File: config.mk
export PLATFORM = sky130hd
export DESIGN_NAME = rdbm_ctrl
export DESIGN_NICKNAME = d
export VERILOG_FILES = /design/src/rtl/rdbm_pkg.sv /design/src/rtl/rdbm_ctrl.sv
export SDC_FILE = /design/constraint.sdc
export NUM_CORES = 1
export LEC_CHECK = 0
export BUFFER_PORTS_ARGS = -buffer_cell sky130_fd_sc_hd__buf_4
export CORE_AREA = 2 2 39 41
export CTS_CLUSTER_DIAMETER = 40
export DETAILED_ROUTE_END_ITERATION = 6
export DIE_AREA = 0 0 41 43
export PLACE_DENSITY_LB_ADDON = 0.1
export SKIP_LAST_GASP = 1
export SYNTH_ARGS = -nofsm -noshare
export SYNTH_HDL_FRONTEND = slang
export SYNTH_SLANG_ARGS = --single-unit
File: constraint.sdc
create_clock -name clk -period 2.35 [get_ports clk]
set_input_delay 0.47 -clock clk [delete_from_list [all_inputs] [get_ports clk]]
set_output_delay 0.47 -clock clk [all_outputs]
set_load 0.1 [all_outputs]
File: src/rtl/rdbm_pkg.sv
// Shared types and constants of the region decoded byte memory.
package rdbm_pkg;

  localparam int IN_TDATA_W  = 72;
  localparam int OUT_TDATA_W = 40;
  localparam int CFG_IDX_W   = 2;
  localparam int NUM_REGIONS = 3;
  localparam int NUM_BANKS   = 4;

  localparam logic OP_LOAD  = 1'b0;
  localparam logic OP_STORE = 1'b1;

  localparam logic [1:0] SZ_BYTE = 2'd0;
  localparam logic [1:0] SZ_HALF = 2'd1;
  localparam logic [1:0] SZ_WORD = 2'd2;
  localparam logic [1:0] SZ_BAD  = 2'd3;

  localparam logic [1:0] ST_OK       = 2'd0;
  localparam logic [1:0] ST_UNMAPPED = 2'd1;
  localparam logic [1:0] ST_BAD_SIZE = 2'd2;
  localparam logic [1:0] ST_CROSSES  = 2'd3;

  localparam logic [CFG_IDX_W-1:0] CFG_FLASH_BASE = 2'd0;
  localparam logic [CFG_IDX_W-1:0] CFG_RAM_BASE   = 2'd1;
  localparam logic [CFG_IDX_W-1:0] CFG_HEAP_BASE  = 2'd2;

  localparam logic [31:0] FLASH_BASE_RST = 32'h0000_0000;
  localparam logic [31:0] RAM_BASE_RST   = 32'h2000_0000;
  localparam logic [31:0] HEAP_BASE_RST  = 32'h4000_0000;

  typedef struct packed {
    logic clr;
    logic cap;
    logic dec;
    logic acc;
    logic ld_out;
  } cmd_t;

  typedef struct packed {
    logic clr_done;
  } sts_t;

endpackage

File: src/rtl/rdbm_ctrl.sv
// Controller: clearing pass, item sequencing and output handshake.
module rdbm_ctrl (
  input  logic           clk,
  input  logic           rst_n,
  input  logic           in_tvalid,
  output logic           in_tready,
  output logic           out_tvalid,
  input  logic           out_tready,
  input  rdbm_pkg::sts_t sts,
  output rdbm_pkg::cmd_t cmd
);

  typedef enum logic [2:0] {
    S_CLEAR,
    S_IDLE,
    S_DEC,
    S_ACC,
    S_RESP
  } state_t;

  state_t state_r;
  logic   in_tready_r;
  logic   out_tvalid_r;

  always_comb begin
    cmd.clr    = (state_r == S_CLEAR);
    cmd.cap    = in_tvalid && in_tready_r;
    cmd.dec    = (state_r == S_DEC);
    cmd.acc    = (state_r == S_ACC);
    cmd.ld_out = (state_r == S_RESP) && (!out_tvalid_r || out_tready);
  end

  always_ff @(posedge clk) begin
    if (!rst_n) begin
      state_r      <= S_CLEAR;
      in_tready_r  <= 1'b0;
      out_tvalid_r <= 1'b0;
    end else begin
      if (cmd.ld_out) begin
        out_tvalid_r <= 1'b1;
      end else if (out_tready) begin
        out_tvalid_r <= 1'b0;
      end
      unique case (state_r)
        S_CLEAR: begin
          if (sts.clr_done) begin
            state_r     <= S_IDLE;
            in_tready_r <= 1'b1;
          end
        end
        S_IDLE: begin
          if (in_tvalid) begin
            state_r     <= S_DEC;
            in_tready_r <= 1'b0;
          end
        end
        S_DEC: begin
          state_r <= S_ACC;
        end
        S_ACC: begin
          state_r <= S_RESP;
        end
        S_RESP: begin
          if (cmd.ld_out) begin
            state_r     <= S_IDLE;
            in_tready_r <= 1'b1;
          end
        end
        default: begin
          state_r <= S_CLEAR;
        end
      endcase
    end
  end

  assign in_tready  = in_tready_r;
  assign out_tvalid = out_tvalid_r;

  a_accept_then_decode: assert property (@(posedge clk) disable iff (!rst_n)
    (in_tvalid && in_tready_r) |=> (cmd.dec && !in_tready_r))
    else $error("Accepted item was not decoded next.");

  a_decode_then_access: assert property (@(posedge clk) disable iff (!rst_n)
    cmd.dec |=> cmd.acc)
    else $error("Decode was not followed by bank access.");

  a_result_from_resp: assert property (@(posedge clk) disable iff (!rst_n)
    $rose(out_tvalid_r) |-> $past(state_r == S_RESP))
    else $error("Result appeared outside the response step.");

endmodule

# --- Word-level counts from Yosys, hierarchy flattened ---
# Index checks and enable logic that the tools add are counted.
# W data, S select, Z words.
totals:
  in_bits: 5
  out_inout_bits: 7
  ff_bits: 5
  elab_cells: 29
classes:
  eq_ne: 7
  n_reduce_logical: 9
  n_mux: 10
ops:
  columns: ["op", "n"]
  rows:
  - ["$pmux W3 S5", 1]
  - ["$mux W3", 3]
  - ["$eq A3 B2 Y1 const B", 2]
  - ["$ne A2 B2 Y1 const B", 3]
  - ["$mux W1", 5]
  - ["$reduce_and A4 Y1", 1]
  - ["$eq A3 B1 Y1 const B", 1]
  - ["$eq A3 B3 Y1 const B", 1]
  - ["$logic_not A3 Y1", 1]
  - ["$pmux W1 S3", 1]
  - ["$reduce_and A3 Y1", 1]
  - ["$reduce_bool A3 Y1", 1]
  - ["$logic_and A1 B1 Y1", 2]
  - ["$reduce_bool A2 Y1", 1]
  - ["$logic_not A1 Y1", 1]
  - ["$logic_or A1 B1 Y1", 1]

# --- Longest topological paths before layout ---
# Gate-level depths: netlist of run 1.
logic_depth:
  ltp_word: 5
  ltp_mapped: 4
  mapped_depth_nobuf: 3

# --- Least setup slack after synthesis of run 1 ---
# Ideal clock, no wire load.
synth_timing:
  path_kind: "register to output"
  startpoint: "register state_r[1]"
  endpoint: "output cmd[2] in the netlist's numbering"
  path_slack_ps: -776
  arrival_ps: 2656
  stages_incl_launch_ff: 3
  path_cell_list: "dfxtp_1 -> buf_4 -> nor3b_1"
synth_rtl:
  columns: ["item", "line", "text"]
  rows:
  - ["from (decl)", "rdbm_ctrl.sv:21", "state_t state_r;"]
  - ["from (signal assigned)", "rdbm_ctrl.sv:35", "state_r <= S_CLEAR;"]
  - ["from (signal assigned)", "rdbm_ctrl.sv:47", "state_r <= S_IDLE;"]
  - ["from (signal assigned)", "rdbm_ctrl.sv:53", "state_r <= S_DEC;"]
  - ["to (decl)", "rdbm_ctrl.sv:10", "output rdbm_pkg::cmd_t cmd"]

==> results of run 1 <==
## report_power, final
part,switching [mW],leakage [nW],internal [mW]
Clock,0.0369,0.0150,0.0643
Combinational,0.0663,0.115,0.0291
Sequential,0.0111,0.0409,0.0902
## flip-flops by register name, indices dropped and copies added, names as in the netlist
register	count
in_tready	1
out_tvalid	1
state_r	3
## cell usage in the layout, fill, tap and decap left out
cell / netlist / routed
buf_4: 2 / 11
clkbuf_4: 0 / 3
nor2_4: 1 / 1
nor2b_1: 2 / 2
nor2b_4: 1 / 1
nor3_2: 0 / 1
clkbuf_1: 0 / 1
o31a_2: 1 / 1
o21a_1: 1 / 1
nand2_1: 1 / 1
a21oi_1: 1 / 1
nor3_1: 2 / 1
mux2_2: 1 / 1
nor4b_1: 1 / 1
a2111oi_4: 1 / 1
a31oi_1: 1 / 1
o31a_1: 1 / 1
nor3b_2: 1 / 2
nor2_2: 1 / 1
and3b_2: 1 / 1
and3b_1: 1 / 1
nor2_1: 1 / 1
and2_1: 1 / 1
dfxtp_1: 5 / 5
## metal layers
| layer | vias to the layer above | wire length (um) |
|---|---|---|
| met5 | - | 0 |
| met4 | 0 | 9 |
| met3 | 2 | 60 |
| met2 | 12 | 324 |
| met1 | 124 | 271 |
| li1 | 133 | - |
## logic make-up (layout without fill, tap and decap cells)
| family | after synthesis | in the layout |
|---|---|---|
| buffers and inverters | 3 | 15 |
| AO/OA/AOI/OAI | 6 | 6 |
| multiplexers | 1 | 1 |
| flip-flops | 5 | 5 |
| AND/OR/NAND/NOR | 15 | 15 |
## final cells by class
cell class	count	share of cell area
Sequential cell	5	0.233
Multi-Input combinational cell	22	0.468
Clock buffer	4	0.0610
Timing Repair Buffer	11	0.192
Tap cell	16	0.0465
## worst paths after layout
kind / start / end / slack, ns / cells past startpoint
max: state_r[2] / cmd[0] / 0.41 / 2
min: rst_n / state_r[0] / 0.48 / 2
max reg2reg: state_r[2] / state_r[2] / 1.05 / 3
min reg2reg: in_tready / in_tready / 0.49 / 1
==> flow_metrics.tcl, run 1 <==
set metrics [dict create \
    status "finished clean" \
    post_cts_resized 0 \
    max_stage_delay_ns 0.67 \
    start_util 0.230 \
    max_freq_ghz 0.515 \
    slew_violations 0 \
    setup_violations 0 \
    synthAdderAreaFrac 0 \
    multiInputGateArea_um2 201 \
    grt_overflow_total 0 \
    setup_ws_ns 0.407 \
    root_buffer "clkbuf_4" \
    synth_edf_count 0 \
    slowest_stage "dfxtp_1" \
    yosysUniqueCellTypes 23 \
    die_h_um 43 \
    rsz0062_at_grt "no" \
    post-place-ws_ns 0.682 \
    postLayoutCellArea_um2 430 \
    synth-seq-area-share 0.315 \
    htreeDepth 1 \
    clock-sinks 5 \
    cts_max_path_buffers 2 \
    path_cells "and3b_1 > buf_4" \
    cp-end-kind "output port" \
    avgSynthCellArea_um2 10.6 \
    area_delta_synth_final_pct 35.4 \
    viasPerCell 4.67 \
    insertion_delay_ns 0.24 \
    max-cap-violations 0 \
    drtIter0Drc 2 \
    fp.dieArea_mm2 0.00176 \
    grtUsageMet1 0.122 \
    final.setup.tns_ns 0 \
    worstPathRequired_ns 1.88 \
    core-area_mm2 0.00138 \
    slew_headroom 0.619 \
    yosysMostFrequentCell "dfxtp_1" \
    grt_max_degree 13 \
    hpwl_um 477 \
    arrival_ns 1.47 \
    num_rows 14 \
    antenna_found_initial 0 \
    route.vias.total 271 \
    dr.pass1.iters 4 \
    antenna_left 0 \
    finClkSkew_ns 0.00410 \
    total_power_mw 0.298 \
    cts_setup_buffers 0 \
    clk_pin_slew_worst_paths_ns 0.05 \
    cts_tree "built" \
    nNetsFinal 48 \
    synthTopCellsByCount "5 x dfxtp_1, 2 x buf_4, 2 x nor2b_1, 2 x nor3_1" \
    ir_drop_v 0.000243 \
    routedWlPerCell_um 11.5 \
    muxShareOfSynthArea 0.0354 \
    crit_fanout 12 \
    ys_ff_latch 5 \
    crit_buf_inv 1 \
    leakagePower_nw 0.171 \
    hold-worst-slack_ns 0.482 \
    track_usage 0.0904 \
    grt_pass1_vias 257 \
    n_antenna_cell 0 \
    drive_gt1_frac 0.571 \
    fin_cells 58 \
    finalHoldViolCount 0 \
    yosys.area_share.simple 0.362 \
    dieWidth_um 41 \
    path_class "reg2out" \
    synth_compound_area_frac 0.205 \
    busiest_layer "met1" \
    post-route-util 0.311 \
    seq_area_um2 100 \
    hp-class "in2reg" \
    ys.warnings.count 0 \
    synthXorXnorAreaFrac 0 \
    powerDensity_mw_per_mm2 692 \
    use_met3 0.0314 \
    netlist.area_leader.share 0.315 \
    netlist_top_cells_area "dfxtp_1 31%, a2111oi_4 8.7%, buf_4 4.7%" \
    syn_area_um2 318 \
    dpl_cell_area_um2 404 \
    grt_pass1_wl_um 1040 \
    netlist.top_cell.by_area "dfxtp_1" \
    gr-usage-met2 0.106 \
    post-place-cells 54 \
    drt-total-wl_um 665 \
    hold_buffers 0 \
    routabilityCongestion 0.676 \
    synthArstFlopShare 0 \
    drc 0 \
    fin_crit_ns 1.94 \
    synth_top_family_by_area "simple AND/OR/NAND/NOR gates" \
    start_kind "flop" \
    syn_inst 30 \
    synth_top_flop_cell "dfxtp_1" \
    portBuffers 11 \
    worst_pin_slew_ns 0.571 \
    critPathTopFamily "flip-flops" \
    pin_count 12 \
    period_share 0.827 \
    synth_nets 35 \
    cts_inserted_buffers 3 \
    fill_cells 155 \
]
Power figures use the tool's default switching activity.
==> run 2, diff against run 1 <==
==> constraint.sdc (replaced) <==
create_clock -name clk -period 1.6 [get_ports clk]
set_input_delay 0.32 -clock clk [delete_from_list [all_inputs] [get_ports clk]]
set_output_delay 0.32 -clock clk [all_outputs]
set_load 0.1 [all_outputs]
==> run 2 against run 1 <==
Critical path depth is 1 higher. Utilization is 4.5 points higher. Highest routed layer unchanged. Via count is 3.0% higher. Clock-buffer cell count stayed put. Cell area is 15% higher.
==> flow_metrics.tcl, run 2 (synthesized netlist as in run 1, its figures left out) <==
set metrics [dict create \
    status "finished clean" \
    post-place-ws_ns 0.224 \
    fin_cells 61 \
    dpl_cell_area_um2 449 \
    dieWidth_um 41 \
    powerDensity_mw_per_mm2 910 \
    hold_buffers 0 \
    cts_tree "built" \
    period_share 0.958 \
    setup_violations 0 \
    drt-total-wl_um 682 \
    grt_pass1_wl_um 1230 \
    fp.dieArea_mm2 0.00176 \
    power_frac_seq 0.322 \
    crit_fanout 4 \
    final.setup.tns_ns 0 \
    start_kind "flop" \
    insertion_delay_ns 0.24 \
    antenna_found_initial 0 \
    internal-power_mw 0.280 \
    start_util 0.230 \
    clock-sinks 5 \
    max-cap-violations 0 \
    grt_pass1_vias 289 \
    path_cells "nor2b_4 > and3b_4 > buf_8" \
    area_delta_synth_final_pct 55.1 \
    drive_gt1_frac 0.733 \
    hp-class "in2reg" \
    routedWlPerCell_um 11.2 \
    ir_drop_v 0.000453 \
    path_class "reg2out" \
    final_common_cell "buf_4" \
    fin_crit_ns 1.53 \
    hpwl_um 545 \
    root_buffer "clkbuf_4" \
    n_antenna_cell 0 \
    slew_headroom 0.805 \
    power_frac_comb 0.356 \
    routabilityCongestion 0.766 \
    portBuffers 11 \
    switching_power_mw 0.169 \
    postLayoutCellArea_um2 493 \
    cp-end-kind "output port" \
    finalHoldViolCount 0 \
    grt_max_degree 8 \
    route.vias.total 279 \
    viasPerCell 4.57 \
    worst_pin_slew_ns 0.288 \
    finClkSkew_ns 0.000552 \
    antenna_left 0 \
    core-area_mm2 0.00138 \
    max_freq_ghz 0.653 \
    slew_violations 0 \
    slowest_stage "dfxtp_4" \
    num_rows 14 \
    pin_count 12 \
    worstPathRequired_ns 1.28 \
    top_register "state_r" \
    post-place-cells 57 \
    max_stage_delay_ns 0.33 \
    nNetsFinal 51 \
    fill_cells 158 \
    leakagePower_nw 0.190 \
    rsz0062_at_grt "no" \
    drc 0 \
    htreeDepth 1 \
    die_h_um 43 \
    setup_ws_ns 0.0678 \
    switching_share 0.376 \
    arrival_ns 1.21 \
    total_power_mw 0.448 \
    drtIter0Drc 1 \
    grt_overflow_total 0 \
    clkPwrFrac 0.322 \
    track_usage 0.112 \
    cts_max_path_buffers 2 \
    cts_inserted_buffers 3 \
    final_cell_mix "11 x buf_4, 3 x clkbuf_4, 3 x dfxtp_2" \
    clk_pin_slew_worst_paths_ns 0.04 \
    dr.pass1.iters 4 \
    largest_reg_flops 3 \
]
## run 2: cell count changes in the layout (fill, tap and decap cells not counted), sizes merged
cell,previous run,this run
buf,11,14
## run 2: cell type report
type	count	area [um2]	area share
flip-flops and latches	5	108	0.218
repair buffers	14	120	0.244
well taps	16	20.0	0.0406
clock buffers	4	26.3	0.0533
multi-input cells	22	219	0.444
## run 2: power by group through the flow
stage | Sequential (mW) | Clock, mW | Combinational, mW
global route | 0.146 | 0.167 | 0.168
CTS | 0.145 | 0.156 | 0.159
detailed placement | 0.146 | 0 | 0.158
finish | 0.144 | 0.145 | 0.160
floorplan | 0.158 | 0 | 0.114
global placement | 0.146 | 0 | 0.157
## run 2: routing by layer
| layer | up-vias | part of all wire | global-route usage | wire length [um] |
|---|---|---|---|---|
| met1 | 127 | 0.40 | 0.116 | 275 |
| met5 | - | 0 | 0 | 0 |
| li1 | 141 | - | - | - |
| met4 | 0 | 0.0059 | 0.100 | 4 |
| met2 | 9 | 0.52 | 0.163 | 352 |
| met3 | 2 | 0.073 | 0.0471 | 50 |
## run 2: per-stage QoR
stage	hold WS [ns]	utilization
floorplan	0.447	-
detailed placement	0.461	0.325
CTS	0.327	0.348
global route	0.334	0.356
global placement	0.454	0.325
finish	0.334	0.356
## run 2: repair_timing
action | 4_1_cts | 5_1_grt
buffers inserted | 0 | 0
endpoints found under the setup margin | 2 | 3
gates resized for setup | 3 | 3
## run 2: critical path: cells and delay by family (launching register included)
kind                   cells  cell delay, ns
buffers and inverters      1            0.20
flip-flops                 1            0.33
AND/OR/NAND/NOR            2            0.45
## run 2: path summary, 6_finish.rpt
kind	slack (ns)	to	startpoint	cells after the start
setup / recovery	0.07	cmd[0]	out_tvalid	3
hold / removal	0.33	state_r[0]	rst_n	2
setup reg to reg	0.40	state_r[1]	state_r[1]	3
hold reg to reg	0.47	in_tready	in_tready	1
